`src/rtl/bcs_pkg.sv`:
```
// ============================================================================
// bcs_pkg: shared widths, codes and tables for the bias calibrate and scale block
// Field widths of the sample and result beats, register codes and the gyro
// reciprocal table.
// ============================================================================
package bcs_pkg;

    localparam int COUNT_BITS_DEF = 16;

    localparam int RAW_W      = 16;
    localparam int AXES       = 6;
    localparam int AXIS_W     = 3;
    localparam int OFF_W      = 17;
    localparam int DIFF_W     = 18;
    localparam int ACC_OUT_W  = 20;
    localparam int RATE_OUT_W = 21;
    localparam int K_W        = 28;
    localparam int PROD_W     = 47;
    localparam int FRAC_SHIFT = 24;
    localparam int GRAV_W     = 15;
    localparam int CNT_CFG_W  = 16;
    localparam int RANGE_W    = 2;

    localparam int S_DATA_W = 96;
    localparam int M_DATA_W = 128;
    localparam int APB_AW   = 4;
    localparam int APB_DW   = 32;

    localparam logic [AXIS_W-1:0] AX_ACCEL_Z = 3'd2;
    localparam logic [AXIS_W-1:0] AX_GYRO_X  = 3'd3;
    localparam logic [AXIS_W-1:0] AX_LAST    = 3'd5;

    localparam logic REQ_SAMPLE = 1'b0;
    localparam logic REQ_START  = 1'b1;

    localparam logic [GRAV_W-1:0] GRAVITY_RESET = 15'd16384;

    localparam logic [PROD_W-1:0] ROUND_HALF = PROD_W'(64'd1 << (FRAC_SHIFT - 1));

    typedef enum logic [1:0] {
        REG_ACCEL_RANGE = 2'd0,
        REG_GYRO_RANGE  = 2'd1,
        REG_CAL_COUNT   = 2'd2,
        REG_GRAVITY     = 2'd3
    } reg_idx_t;

    // round(2^32 / lsb_per_dps) for each gyro full-scale range
    function automatic logic [K_W-1:0] rate_recip(input logic [RANGE_W-1:0] range);
        logic [K_W-1:0] k;
        unique case (range)
            2'd0: k = 28'd32786010;
            2'd1: k = 28'd65572020;
            2'd2: k = 28'd130944125;
            2'd3: k = 28'd261888250;
        endcase
        return k;
    endfunction

endpackage

```
`src/rtl/imu_bias_calibrate_and_scale.sv`:
```
// ============================================================================
// imu_bias_calibrate_and_scale: six-axis bias calibration and range scaling
// Removes per-axis offsets from raw samples, scales them to g and dps fixed
// point, and learns the offsets as rounded means over a calibration run.
// ============================================================================
// Flow: an accepted sample beat steps through the three accel axes, then the
//   three gyro axes in the serial multiplier, then loads the output register,
//   and waits there while m_tready holds the last beat.
// Pacing: s_tready is low until a sample is loaded out, so the next beat waits;
//   the last sample of a run then runs the bit-serial divider on each axis.
// Reset: synchronous aresetn low clears offsets, sums, run state, loads defaults.
module imu_bias_calibrate_and_scale
    import bcs_pkg::*;
#(
    parameter int COUNT_BITS = COUNT_BITS_DEF
) (
    input  logic                aclk,
    input  logic                aresetn,

    input  logic                psel,
    input  logic                penable,
    input  logic                pwrite,
    input  logic [APB_AW-1:0]   paddr,
    input  logic [APB_DW-1:0]   pwdata,
    output logic [APB_DW-1:0]   prdata,
    output logic                pready,

    input  logic                s_tvalid,
    output logic                s_tready,
    // accel_x, accel_y, accel_z, gyro_x, gyro_y, gyro_z (16 bits each)
    input  logic [S_DATA_W-1:0] s_tdata,
    // req_type: 0 sample, 1 start calibration
    input  logic                s_tuser,

    output logic                m_tvalid,
    input  logic                m_tready,
    // accel_g_x, accel_g_y, accel_g_z (20 bits each),
    // rate_dps_x, rate_dps_y, rate_dps_z (21 bits each), 5 zero bits
    output logic [M_DATA_W-1:0] m_tdata,
    // calibrating
    output logic                m_tuser
);

    localparam int SUM_W  = RAW_W + COUNT_BITS;
    localparam int DCNT_W = $clog2(SUM_W);
    localparam int MCNT_W = $clog2(DIFF_W + 1);

    typedef enum logic [2:0] {
        ST_IDLE,
        ST_AXIS,
        ST_MUL,
        ST_FIN,
        ST_DLOAD,
        ST_DIV
    } state_t;

    // ------------------------------------------------------------------
    // Registers
    // ------------------------------------------------------------------
    state_t                     state_reg, state_next;
    logic [AXIS_W-1:0]          ax_reg, ax_next;
    logic [S_DATA_W-1:0]        in_sh_reg, in_sh_next;

    logic signed [OFF_W-1:0]    offset_reg [AXES];
    logic signed [OFF_W-1:0]    offset_next [AXES];
    logic signed [SUM_W-1:0]    sum_reg [AXES];
    logic signed [SUM_W-1:0]    sum_next [AXES];
    logic [COUNT_BITS-1:0]      samples_left_reg, samples_left_next;
    logic [COUNT_BITS-1:0]      div_n_reg, div_n_next;
    logic                       cal_active_reg, cal_active_next;

    logic signed [ACC_OUT_W-1:0]  accel_res_reg [3];
    logic signed [ACC_OUT_W-1:0]  accel_res_next [3];
    logic signed [RATE_OUT_W-1:0] rate_res_reg [3];
    logic signed [RATE_OUT_W-1:0] rate_res_next [3];

    logic [DIFF_W-1:0]          mul_d_reg, mul_d_next;
    logic [PROD_W-1:0]          mul_k_reg, mul_k_next;
    logic [PROD_W-1:0]          mul_acc_reg, mul_acc_next;
    logic [MCNT_W-1:0]          mcnt_reg, mcnt_next;

    logic [SUM_W-1:0]           num_sh_reg, num_sh_next;
    logic [COUNT_BITS-1:0]      rem_reg, rem_next;
    logic                       neg_reg, neg_next;
    logic [DCNT_W-1:0]          dcnt_reg, dcnt_next;

    logic                       m_tvalid_reg, m_tvalid_next;
    logic [M_DATA_W-1:0]        m_tdata_reg, m_tdata_next;
    logic                       m_tuser_reg, m_tuser_next;

    logic [RANGE_W-1:0]         accel_range_reg, accel_range_next;
    logic [RANGE_W-1:0]         gyro_range_reg, gyro_range_next;
    logic [CNT_CFG_W-1:0]       cal_count_reg, cal_count_next;
    logic [GRAV_W-1:0]          gravity_reg, gravity_next;

    // ------------------------------------------------------------------
    // Datapath pieces
    // ------------------------------------------------------------------
    logic                       apb_wr;
    logic                       s_beat;
    logic                       out_free;
    logic [COUNT_BITS-1:0]      start_n;

    logic signed [RAW_W-1:0]    raw_cur;
    logic signed [DIFF_W-1:0]   diff_cur;
    logic signed [ACC_OUT_W:0]  acc_shift;
    logic signed [ACC_OUT_W-1:0] accel_sat;

    logic [PROD_W-1:0]          pp;
    logic signed [PROD_W-FRAC_SHIFT-1:0] rate_full;
    logic signed [RATE_OUT_W-1:0] rate_sat;
    logic [1:0]                 rate_idx;

    logic [SUM_W:0]             div_num;
    logic [COUNT_BITS:0]        trial_hi;
    logic [COUNT_BITS+1:0]      trial;
    logic                       qbit;
    logic [SUM_W-1:0]           quot;
    logic [SUM_W-1:0]           off_full;
    logic [OFF_W-1:0]           off_new;

    assign pready   = 1'b1;
    assign apb_wr   = psel && penable && pwrite;
    assign s_tready = (state_reg == ST_IDLE);
    assign s_beat   = s_tvalid && s_tready;
    assign out_free = !m_tvalid_reg || m_tready;
    assign start_n  = COUNT_BITS'(cal_count_reg);

    assign m_tvalid = m_tvalid_reg;
    assign m_tdata  = m_tdata_reg;
    assign m_tuser  = m_tuser_reg;

    // Read back the configuration registers
    always_comb begin
        unique case (reg_idx_t'(paddr[3:2]))
            REG_ACCEL_RANGE: prdata = APB_DW'(accel_range_reg);
            REG_GYRO_RANGE:  prdata = APB_DW'(gyro_range_reg);
            REG_CAL_COUNT:   prdata = APB_DW'(cal_count_reg);
            REG_GRAVITY:     prdata = APB_DW'(gravity_reg);
        endcase
    end

    // Current axis: lowest word of the input shift register against its offset
    assign raw_cur  = in_sh_reg[RAW_W-1:0];
    assign diff_cur = DIFF_W'(raw_cur) - DIFF_W'(offset_reg[ax_reg]);

    // Accel: shift by the range, clamp to the 20-bit field
    assign acc_shift = (ACC_OUT_W + 1)'(diff_cur) <<< accel_range_reg;
    always_comb begin
        if (acc_shift[ACC_OUT_W] != acc_shift[ACC_OUT_W-1]) begin
            accel_sat = acc_shift[ACC_OUT_W] ? {1'b1, {(ACC_OUT_W-1){1'b0}}}
                                             : {1'b0, {(ACC_OUT_W-1){1'b1}}};
        end else begin
            accel_sat = acc_shift[ACC_OUT_W-1:0];
        end
    end

    // Gyro: shift-add multiplier, one bit of the difference per cycle. The
    // sign bit carries negative weight, so its partial product is subtracted.
    assign pp = mul_d_reg[0] ? mul_k_reg : '0;

    // The accumulator starts at one half LSB of the output, so taking the
    // upper bits gives the rounded, floored result.
    assign rate_full = mul_acc_reg[PROD_W-1:FRAC_SHIFT];
    always_comb begin
        if ((rate_full[PROD_W-FRAC_SHIFT-1:RATE_OUT_W-1] != '0) &&
            (rate_full[PROD_W-FRAC_SHIFT-1:RATE_OUT_W-1] != '1)) begin
            rate_sat = rate_full[PROD_W-FRAC_SHIFT-1] ? {1'b1, {(RATE_OUT_W-1){1'b0}}}
                                                      : {1'b0, {(RATE_OUT_W-1){1'b1}}};
        end else begin
            rate_sat = rate_full[RATE_OUT_W-1:0];
        end
    end
    assign rate_idx = 2'(ax_reg - AX_GYRO_X);

    // Divider: the sum plus half the count, divided by the count and floored. A negative numerator is
    // divided as its complement and the quotient complemented back, which
    // gives floor division with a plain unsigned restoring unit.
    assign div_num  = (SUM_W + 1)'(sum_reg[ax_reg]) + (SUM_W + 1)'(div_n_reg >> 1);
    assign trial_hi = {rem_reg, num_sh_reg[SUM_W-1]};
    assign trial    = {1'b0, trial_hi} - {2'b00, div_n_reg};
    assign qbit     = !trial[COUNT_BITS+1];
    assign quot     = {num_sh_reg[SUM_W-2:0], qbit};
    assign off_full = neg_reg ? ~quot : quot;
    always_comb begin
        if (ax_reg == AX_ACCEL_Z) begin
            off_new = off_full[OFF_W-1:0] - OFF_W'(gravity_reg);
        end else begin
            off_new = off_full[OFF_W-1:0];
        end
    end

    // ------------------------------------------------------------------
    // Sequencer and next-state logic
    // ------------------------------------------------------------------
    always_comb begin
        state_next        = state_reg;
        ax_next           = ax_reg;
        in_sh_next        = in_sh_reg;
        offset_next       = offset_reg;
        sum_next          = sum_reg;
        samples_left_next = samples_left_reg;
        div_n_next        = div_n_reg;
        cal_active_next   = cal_active_reg;
        accel_res_next    = accel_res_reg;
        rate_res_next     = rate_res_reg;
        mul_d_next        = mul_d_reg;
        mul_k_next        = mul_k_reg;
        mul_acc_next      = mul_acc_reg;
        mcnt_next         = mcnt_reg;
        num_sh_next       = num_sh_reg;
        rem_next          = rem_reg;
        neg_next          = neg_reg;
        dcnt_next         = dcnt_reg;
        m_tvalid_next     = m_tvalid_reg && !m_tready;
        m_tdata_next      = m_tdata_reg;
        m_tuser_next      = m_tuser_reg;
        accel_range_next  = accel_range_reg;
        gyro_range_next   = gyro_range_reg;
        cal_count_next    = cal_count_reg;
        gravity_next      = gravity_reg;

        if (apb_wr) begin
            unique case (reg_idx_t'(paddr[3:2]))
                REG_ACCEL_RANGE: accel_range_next = pwdata[RANGE_W-1:0];
                REG_GYRO_RANGE:  gyro_range_next  = pwdata[RANGE_W-1:0];
                REG_CAL_COUNT:   cal_count_next   = pwdata[CNT_CFG_W-1:0];
                REG_GRAVITY:     gravity_next     = pwdata[GRAV_W-1:0];
            endcase
        end

        unique case (state_reg)
            ST_IDLE: begin
                if (s_beat) begin
                    if (s_tuser == REQ_START) begin
                        // Start a run: drop offsets and sums, latch the count
                        for (int i = 0; i < AXES; i++) begin
                            offset_next[i] = '0;
                            sum_next[i]    = '0;
                        end
                        samples_left_next = start_n;
                        div_n_next        = start_n;
                        cal_active_next   = (start_n != '0);
                    end else begin
                        in_sh_next = s_tdata;
                        ax_next    = '0;
                        state_next = ST_AXIS;
                    end
                end
            end

            ST_AXIS: begin
                if (cal_active_reg) begin
                    sum_next[ax_reg] = sum_reg[ax_reg] + SUM_W'(raw_cur);
                end
                in_sh_next = in_sh_reg >> RAW_W;
                if (ax_reg < AX_GYRO_X) begin
                    accel_res_next[ax_reg[1:0]] = accel_sat;
                    ax_next = ax_reg + 1'b1;
                end else begin
                    mul_d_next   = diff_cur;
                    mul_k_next   = PROD_W'(rate_recip(gyro_range_reg));
                    mul_acc_next = ROUND_HALF;
                    mcnt_next    = '0;
                    state_next   = ST_MUL;
                end
            end

            ST_MUL: begin
                if (mcnt_reg == MCNT_W'(DIFF_W)) begin
                    rate_res_next[rate_idx] = rate_sat;
                    ax_next    = ax_reg + 1'b1;
                    state_next = (ax_reg == AX_LAST) ? ST_FIN : ST_AXIS;
                end else begin
                    if (mcnt_reg == MCNT_W'(DIFF_W - 1)) begin
                        mul_acc_next = mul_acc_reg - pp;
                    end else begin
                        mul_acc_next = mul_acc_reg + pp;
                    end
                    mul_d_next = mul_d_reg >> 1;
                    mul_k_next = mul_k_reg << 1;
                    mcnt_next  = mcnt_reg + 1'b1;
                end
            end

            ST_FIN: begin
                // Hold until the output register is free, then load the beat
                if (out_free) begin
                    m_tvalid_next = 1'b1;
                    m_tdata_next  = {5'b0, rate_res_reg[2], rate_res_reg[1],
                                     rate_res_reg[0], accel_res_reg[2],
                                     accel_res_reg[1], accel_res_reg[0]};
                    m_tuser_next  = cal_active_reg;
                    state_next    = ST_IDLE;
                    if (cal_active_reg) begin
                        samples_left_next = samples_left_reg - 1'b1;
                        if (samples_left_reg == COUNT_BITS'(1)) begin
                            cal_active_next = 1'b0;
                            ax_next         = '0;
                            state_next      = ST_DLOAD;
                        end
                    end
                end
            end

            ST_DLOAD: begin
                neg_next    = div_num[SUM_W];
                num_sh_next = div_num[SUM_W] ? ~div_num[SUM_W-1:0] : div_num[SUM_W-1:0];
                rem_next    = '0;
                dcnt_next   = '0;
                state_next  = ST_DIV;
            end

            ST_DIV: begin
                rem_next    = qbit ? trial[COUNT_BITS-1:0] : trial_hi[COUNT_BITS-1:0];
                num_sh_next = quot;
                dcnt_next   = dcnt_reg + 1'b1;
                if (dcnt_reg == DCNT_W'(SUM_W - 1)) begin
                    offset_next[ax_reg] = off_new;
                    ax_next    = ax_reg + 1'b1;
                    state_next = (ax_reg == AX_LAST) ? ST_IDLE : ST_DLOAD;
                end
            end

            default: state_next = ST_IDLE;
        endcase
    end

    // ------------------------------------------------------------------
    // State and registered outputs
    // ------------------------------------------------------------------
    always_ff @(posedge aclk) begin
        if (!aresetn) begin
            state_reg        <= ST_IDLE;
            ax_reg           <= '0;
            for (int i = 0; i < AXES; i++) begin
                offset_reg[i] <= '0;
                sum_reg[i]    <= '0;
            end
            samples_left_reg <= '0;
            div_n_reg        <= '0;
            cal_active_reg   <= 1'b0;
            mcnt_reg         <= '0;
            dcnt_reg         <= '0;
            m_tvalid_reg     <= 1'b0;
            m_tdata_reg      <= '0;
            m_tuser_reg      <= 1'b0;
            accel_range_reg  <= '0;
            gyro_range_reg   <= '0;
            cal_count_reg    <= '0;
            gravity_reg      <= GRAVITY_RESET;
        end else begin
            state_reg        <= state_next;
            ax_reg           <= ax_next;
            offset_reg       <= offset_next;
            sum_reg          <= sum_next;
            samples_left_reg <= samples_left_next;
            div_n_reg        <= div_n_next;
            cal_active_reg   <= cal_active_next;
            mcnt_reg         <= mcnt_next;
            dcnt_reg         <= dcnt_next;
            m_tvalid_reg     <= m_tvalid_next;
            m_tdata_reg      <= m_tdata_next;
            m_tuser_reg      <= m_tuser_next;
            accel_range_reg  <= accel_range_next;
            gyro_range_reg   <= gyro_range_next;
            cal_count_reg    <= cal_count_next;
            gravity_reg      <= gravity_next;
        end
    end

    // Payload registers: no reset needed
    always_ff @(posedge aclk) begin
        in_sh_reg      <= in_sh_next;
        accel_res_reg  <= accel_res_next;
        rate_res_reg   <= rate_res_next;
        mul_d_reg      <= mul_d_next;
        mul_k_reg      <= mul_k_next;
        mul_acc_reg    <= mul_acc_next;
        num_sh_reg     <= num_sh_next;
        rem_reg        <= rem_next;
        neg_reg        <= neg_next;
    end

    // ------------------------------------------------------------------
    // Assertions
    // ------------------------------------------------------------------
    a_active_has_count: assert property (@(posedge aclk) disable iff (!aresetn)
        cal_active_reg |-> (samples_left_reg != '0))
        else $error("run active with no samples left");

    a_rem_below_divisor: assert property (@(posedge aclk) disable iff (!aresetn)
        (state_reg == ST_DIV) |-> (rem_reg < div_n_reg))
        else $error("divider remainder not below divisor");

    a_divide_after_run: assert property (@(posedge aclk) disable iff (!aresetn)
        ((state_reg == ST_DLOAD) || (state_reg == ST_DIV)) |-> !cal_active_reg)
        else $error("offset divide while run still active");

    a_start_clears: assert property (@(posedge aclk) disable iff (!aresetn)
        (s_tvalid && s_tready && (s_tuser == REQ_START)) |=>
        ((offset_reg[0] == '0) && (offset_reg[2] == '0) && (sum_reg[5] == '0)))
        else $error("start beat did not clear offsets and sums");

    a_mul_gyro_only: assert property (@(posedge aclk) disable iff (!aresetn)
        (state_reg == ST_MUL) |-> (ax_reg >= AX_GYRO_X))
        else $error("multiplier running on an accel axis");

endmodule
```
`config.mk`:
```
export PLATFORM = sky130hd
export DESIGN_NAME = imu_bias_calibrate_and_scale
export DESIGN_NICKNAME = d
export VERILOG_FILES = /design/src/rtl/bcs_pkg.sv /design/src/rtl/imu_bias_calibrate_and_scale.sv
export SDC_FILE = /design/constraint.sdc
export NUM_CORES = 2
export LEC_CHECK = 0
export BUFFER_PORTS_ARGS = -buffer_cell sky130_fd_sc_hd__clkbuf_2
export CAP_MARGIN = 40
export CORE_ASPECT_RATIO = 0.9
export CORE_MARGIN = 3
export CORE_UTILIZATION = 40
export CTS_BUF_LIST = sky130_fd_sc_hd__clkbuf_8
export CTS_CLUSTER_DIAMETER = 120
export DETAILED_ROUTE_END_ITERATION = 12
export HOLD_SLACK_MARGIN = 0.06
export PLACE_DENSITY = 0.68
export SLEW_MARGIN = 10
export SYNTH_ARGS = -nofsm -noshare
export SYNTH_HDL_FRONTEND = slang
export SYNTH_SLANG_ARGS = --single-unit
```
`constraint.sdc`:
```
create_clock -name aclk -period 10.7 [get_ports aclk]
set_clock_uncertainty 0.1 [all_clocks]
set_input_delay 1.07 -clock aclk [delete_from_list [all_inputs] [get_ports aclk]]
set_output_delay 1.07 -clock aclk [all_outputs]
set_load 0.01 [all_outputs]
```
# After elaboration in Yosys (flattened, before gate mapping)
# Index checks and enable logic that the tools add are counted.
# classes
n_div,0
eq_ne,31
multipliers,0
n_addsub,12
bitwise_logic,5
shift,1
reduce_logical,39
muxes,89
n_lt_le_gt_ge,7
# op_table
op,count
$mux 192,3
$pmux 192 s2,1
$mux 102,3
$mux 47,6
$pmux 102 s2,1
$bwmux 192,1
$mux 96,2
$pmux 96 s2,1
$pmux 47 s2,2
$mux 32,4
$pmux 32 s4,1
$pmux 28 s4,1
$bwmux 102,1
$bmux 32 s3,1
$demux 32 s3,1
$mux 17,5
$mux 16,5
$pmux 16 s2,2
$pmux 32 s2,1
$bwmux 63,1
$mux 21,3
$bwmux 60,1
$mux 20,3
$bmux 17 s3,1
other kinds (60),133
# word_totals
regBits,883
output_inout_bits,164
ramBits,0
latchBits,0
romBits,0
n_memories,0

# Logic depth before layout (Yosys ltp)
# logic_depth
depth_word,9
depth_mapped,24
mapped_depth_nobuf,20

# Least setup slack after synthesis
# Ideal clock, no wire load.
# synth_path
kind,input-to-reg
from,input s_tuser
to,register in_sh_reg[0] (enable)
t_arrival_ns,8.178
required_ns,9.902
path_slack_ns,1.724
stages,2
setup_time_ns,0.698
path_cell_list,nand2b_1 -> a21boi_0
# synth_via
elab_chain_len,2
# synth_rtl
element,line,rtl
start: declaration,imu_bias_calibrate_and_scale.sv:33,"input logic s_tuser,"
$ne 2x2->1 (no source line),n/a,
$reduce_and 3->1 (no source line),n/a,
end signal: assignment,imu_bias_calibrate_and_scale.sv:374,in_sh_reg <= in_sh_next;
end: declaration,imu_bias_calibrate_and_scale.sv:62,"logic [S_DATA_W-1:0] in_sh_reg, in_sh_next;"
# No other way between the ends.
# A chain may end at the register's enable or synchronous reset.

# Worst setup path after layout
# layout_path
from,register ax_reg[1]
to,register accel_res_reg[45] in the netlist's numbering (data pin)
# layout_via
elab_chain_len,9
# layout_rtl
element,line,rtl
start: declaration,imu_bias_calibrate_and_scale.sv:61,"logic [AXIS_W-1:0] ax_reg, ax_next;"
start signal: assignment,imu_bias_calibrate_and_scale.sv:354,ax_reg <= ax_next;
$not 3->4 (not written as such) *,imu_bias_calibrate_and_scale.sv:145,assign diff_cur = DIFF_W'(raw_cur) - DIFF_W'(offset_reg[ax_reg]);
$bmux 17 s3 *,imu_bias_calibrate_and_scale.sv:145,
$mux 17 (not written as such) * (2 in a row),imu_bias_calibrate_and_scale.sv:145,
$sub 16x17->18 *,imu_bias_calibrate_and_scale.sv:145,
$sshl 18x2->21 *,imu_bias_calibrate_and_scale.sv:148,assign acc_shift = (ACC_OUT_W + 1)'(diff_cur) <<< accel_range_reg;
$mux 20 or $ne 1x1->1 (tied branches),"imu_bias_calibrate_and_scale.sv:151, imu_bias_calibrate_and_scale.sv:150",
$mux 20 *,imu_bias_calibrate_and_scale.sv:150,if (acc_shift[ACC_OUT_W] != acc_shift[ACC_OUT_W-1]) begin
via accel_sat[5],imu_bias_calibrate_and_scale.sv:107,logic signed [ACC_OUT_W-1:0] accel_sat;
$bwmux 60 *,imu_bias_calibrate_and_scale.sv:258,accel_res_next[ax_reg[1:0]] = accel_sat;
end signal: assignment,imu_bias_calibrate_and_scale.sv:375,accel_res_reg <= accel_res_next;
end: declaration,imu_bias_calibrate_and_scale.sv:72,logic signed [ACC_OUT_W-1:0] accel_res_reg [3];
# The timed path passes the listed nets; every way through them passes the cells marked *. The select of a mux whose other input is x is not followed.

==> results.py <==
metrics = {
    "outcome": {
        "outcome": "complete, no violations",
    },
    "cts": {
        "tritoncts": "yes",
        "cts-htree-levels": 4,
        "post_cts_buffers": 0,
        "cts_hold_buf": 0,
        "clk_path_buf_depth": 3,
        "cts-root-buf": "clkbuf_8",
        "ctsResizeCount": 0,
        "cts.sinks": 883,
        "clkSlewWorstSetupHoldPaths_ns": 0.06,
        "clk_latency_ns": 0.84,
        "cts_made_buffers": 146,
    },
    "synth": {
        "synth_top_family_by_area": "simple AND/OR/NAND/NOR gates",
        "synth-xor-area-share": 0.0381,
        "yosys_warnings": 0,
        "synth_edf_count": 380,
        "syn_inst": 5033,
        "yosysSeqAreaShare": 0.468,
        "synth_area_um2": 45900,
        "synth_ff_type": "dfxtp_1",
        "synthArstFlopShare": 0,
        "synth-compound-area-share": 0.181,
        "synth_simple_gate_area_share": 0.198,
        "avgSynthCellArea_um2": 9.11,
        "synthMuxAreaShare": 0.0301,
        "yosysUniqueCellTypes": 98,
        "synth_largest_area_cell": "edfxtp_1",
        "synth_commonest_cells": "955 x nand2_1, 503 x dfxtp_1, 380 x edfxtp_1, 335 x nor2_1, 261 x o21ai_0",
        "synth.area.top_cells": "edfxtp_1 25%, dfxtp_1 22%, nand2_1 7.8%",
        "synth_seq_cells": 883,
        "synthAdderAreaFrac": 0.0460,
        "synth_top_area_share": 0.249,
        "synth_most_common_cell": "nand2_1",
    },
    "pwr": {
        "totalPowerFinal_mw": 9.50,
        "power_density_nw_per_um2": 184,
        "power_frac_seq": 0.435,
        "power_switching_mw": 3.25,
        "power_frac_comb": 0.257,
        "clkPwrFrac": 0.308,
        "power.share.switching": 0.343,
        "p_int_mw": 6.24,
        "power_leakage_nw": 19.3,
        "vdd_ir_drop_max_mv": 0.140,
    },
    "run": {
        "maxCapViolCount": 0,
    },
    "cells_and_area": {
        "layout.nets": 5558,
        "largest_reg_flops": 192,
        "fin_util": 0.456,
        "area_growth_pct": 12.8,
        "fillerInstances": 10800,
        "drive_gt1_frac": 0.121,
    },
    "sta": {
        "finalSetupViolCount": 0,
        "period_share": 0.618,
        "relSlewSlack": 0.323,
        "fin_crit_ns": 6.61,
        "clock.fmax_mhz": 151,
        "rsz0062_at_grt": "false",
        "tns_ns": 0,
        "hold_viol_final": 0,
        "worst_pin_slew_ns": 1.01,
        "slew_violations": 0,
    },
    "routing": {
        "viasPerCell": 5.55,
        "ant_nets": 0,
        "firstDrtPassIters": 7,
        "wire_per_inst_um": 19.4,
        "drcViolationCount": 0,
        "drtIter0Drc": 3869,
        "drt_wl_total_um": 133000,
        "via_count": 38000,
    },
    "place": {
        "dp_hpwl_um": 90800,
        "place_congestion": 0.909,
        "port_buffers": 263,
    },
    "hold_path": {
        "hp-class": "reg2reg",
    },
    "setup_path": {
        "crit_path_end_kind": "flip-flop",
        "crit_required_ns": 11.07,
        "worstPathMaxFanout": 21,
        "startpoint_type": "flip-flop",
        "path_class": "reg2reg",
        "cp.arrival_ns": 6.98,
    },
    "grt": {
        "grt_pass1_vias": 35200,
        "grt.total_usage": 0.217,
        "grt_pass1_wl_um": 204000,
        "antenna_found_initial": 7,
        "grt_max_degree": 242,
        "grt_overflow_total": 0,
    },
    "die": {
        "die-area_um2": 119000,
        "initial_core_util": 0.404,
        "ios": 304,
        "die_y_um": 327,
        "core_area_um2": 113000,
        "fp-row-count": 117,
        "die_width_um": 363,
    },
}
metrics by stage:
step	std cells	area, um2	worst slack, ns	hold slack (ns)
floorplan	5053	45900	1.72	0.338
global placement	6562	48500	4.37	0.348
detailed placement	6591	48900	4.29	0.359
CTS	6849	51700	4.25	0.273
global route	6852	51700	3.83	0.330
finish	6854	51700	4.09	0.363
path summary, 6_finish.rpt:
kind,slack (ns),depth (start not counted),from,end
max reg2reg,4.09,18,ax_reg[1],accel_res_reg[45]
min reg2reg,0.36,2,m_tdata[7],m_tdata[7]
max,4.09,18,ax_reg[1],accel_res_reg[45]
min,0.36,2,m_tdata[7],m_tdata[7]
layout by cell type (no fill, tap or decap), types with 163 or more instances in the layout:
cell type,count
a21oi_1,224
inv_1,163
a22oi_1,241
o21ai_0,261
nor2_1,331
dfxtp_1,500
a21boi_0,188
nor2b_1,241
edfxtp_1,380
clkbuf_2,262
clkbuf_8,171
nand2_1,951
power groups by stage:
stage | logic [mW] | clock network (mW) | registers [mW]
finish | 2.44 | 2.92 | 4.13
global route | 2.67 | 3.15 | 4.15
CTS | 2.41 | 2.99 | 4.13
detailed placement | 2.40 | 0 | 4.20
global placement | 2.31 | 0 | 4.19
floorplan | 1.68 | 0 | 4.16
critical path, stage by stage (launching register included):
cell and delay (ns):
dfxtp_2 0.73, buf_4 0.44, nand2b_1 0.15, buf_4 0.35, nor2_1 0.27, buf_4 0.25
nand2_1 0.07, o21ai_0 0.10, a221oi_1 0.46, ha_1 0.40, a211oi_1 0.32, o21ai_0 0.25
nand3_1 0.14, o311ai_1 0.16, o41ai_2 0.27, xnor2_1 0.34, nand4_1 0.60, nand2_1 0.54
o21ai_0 0.31
area by class of cell:
class / count / area (um2) / area share
Sequential cell: 883 / 21500 / 0.415
Inverter: 108 / 405 / 0.00783
Tap cell: 1487 / 1860 / 0.0360
Timing Repair Buffer: 361 / 2270 / 0.0439
Clock buffer: 171 / 2350 / 0.0455
Antenna cell: 4 / 10.0 / 0.000193
Multi-Input combinational cell: 3753 / 22900 / 0.442
Clock inverter: 87 / 480 / 0.00929
cells by family after synthesis:
family	after synthesis
other cells	2
buf+inv	417
compound gates	1258
mux	129
flops	883
fa+ha+maj	165
simple gates	1982
xor+xnor	197
per-layer routing:
layer  vias up  GRT usage  share of wire  routed length, um
li1      18200          -              -                  -
met1     18100      0.313           0.46              61200
met2      1481      0.323           0.43              57200
met3       211     0.0479          0.087              11500
met4         6     0.0668          0.023               3100
met5         -          0        0.00027                 36
(Power assumes the default switching activity.)
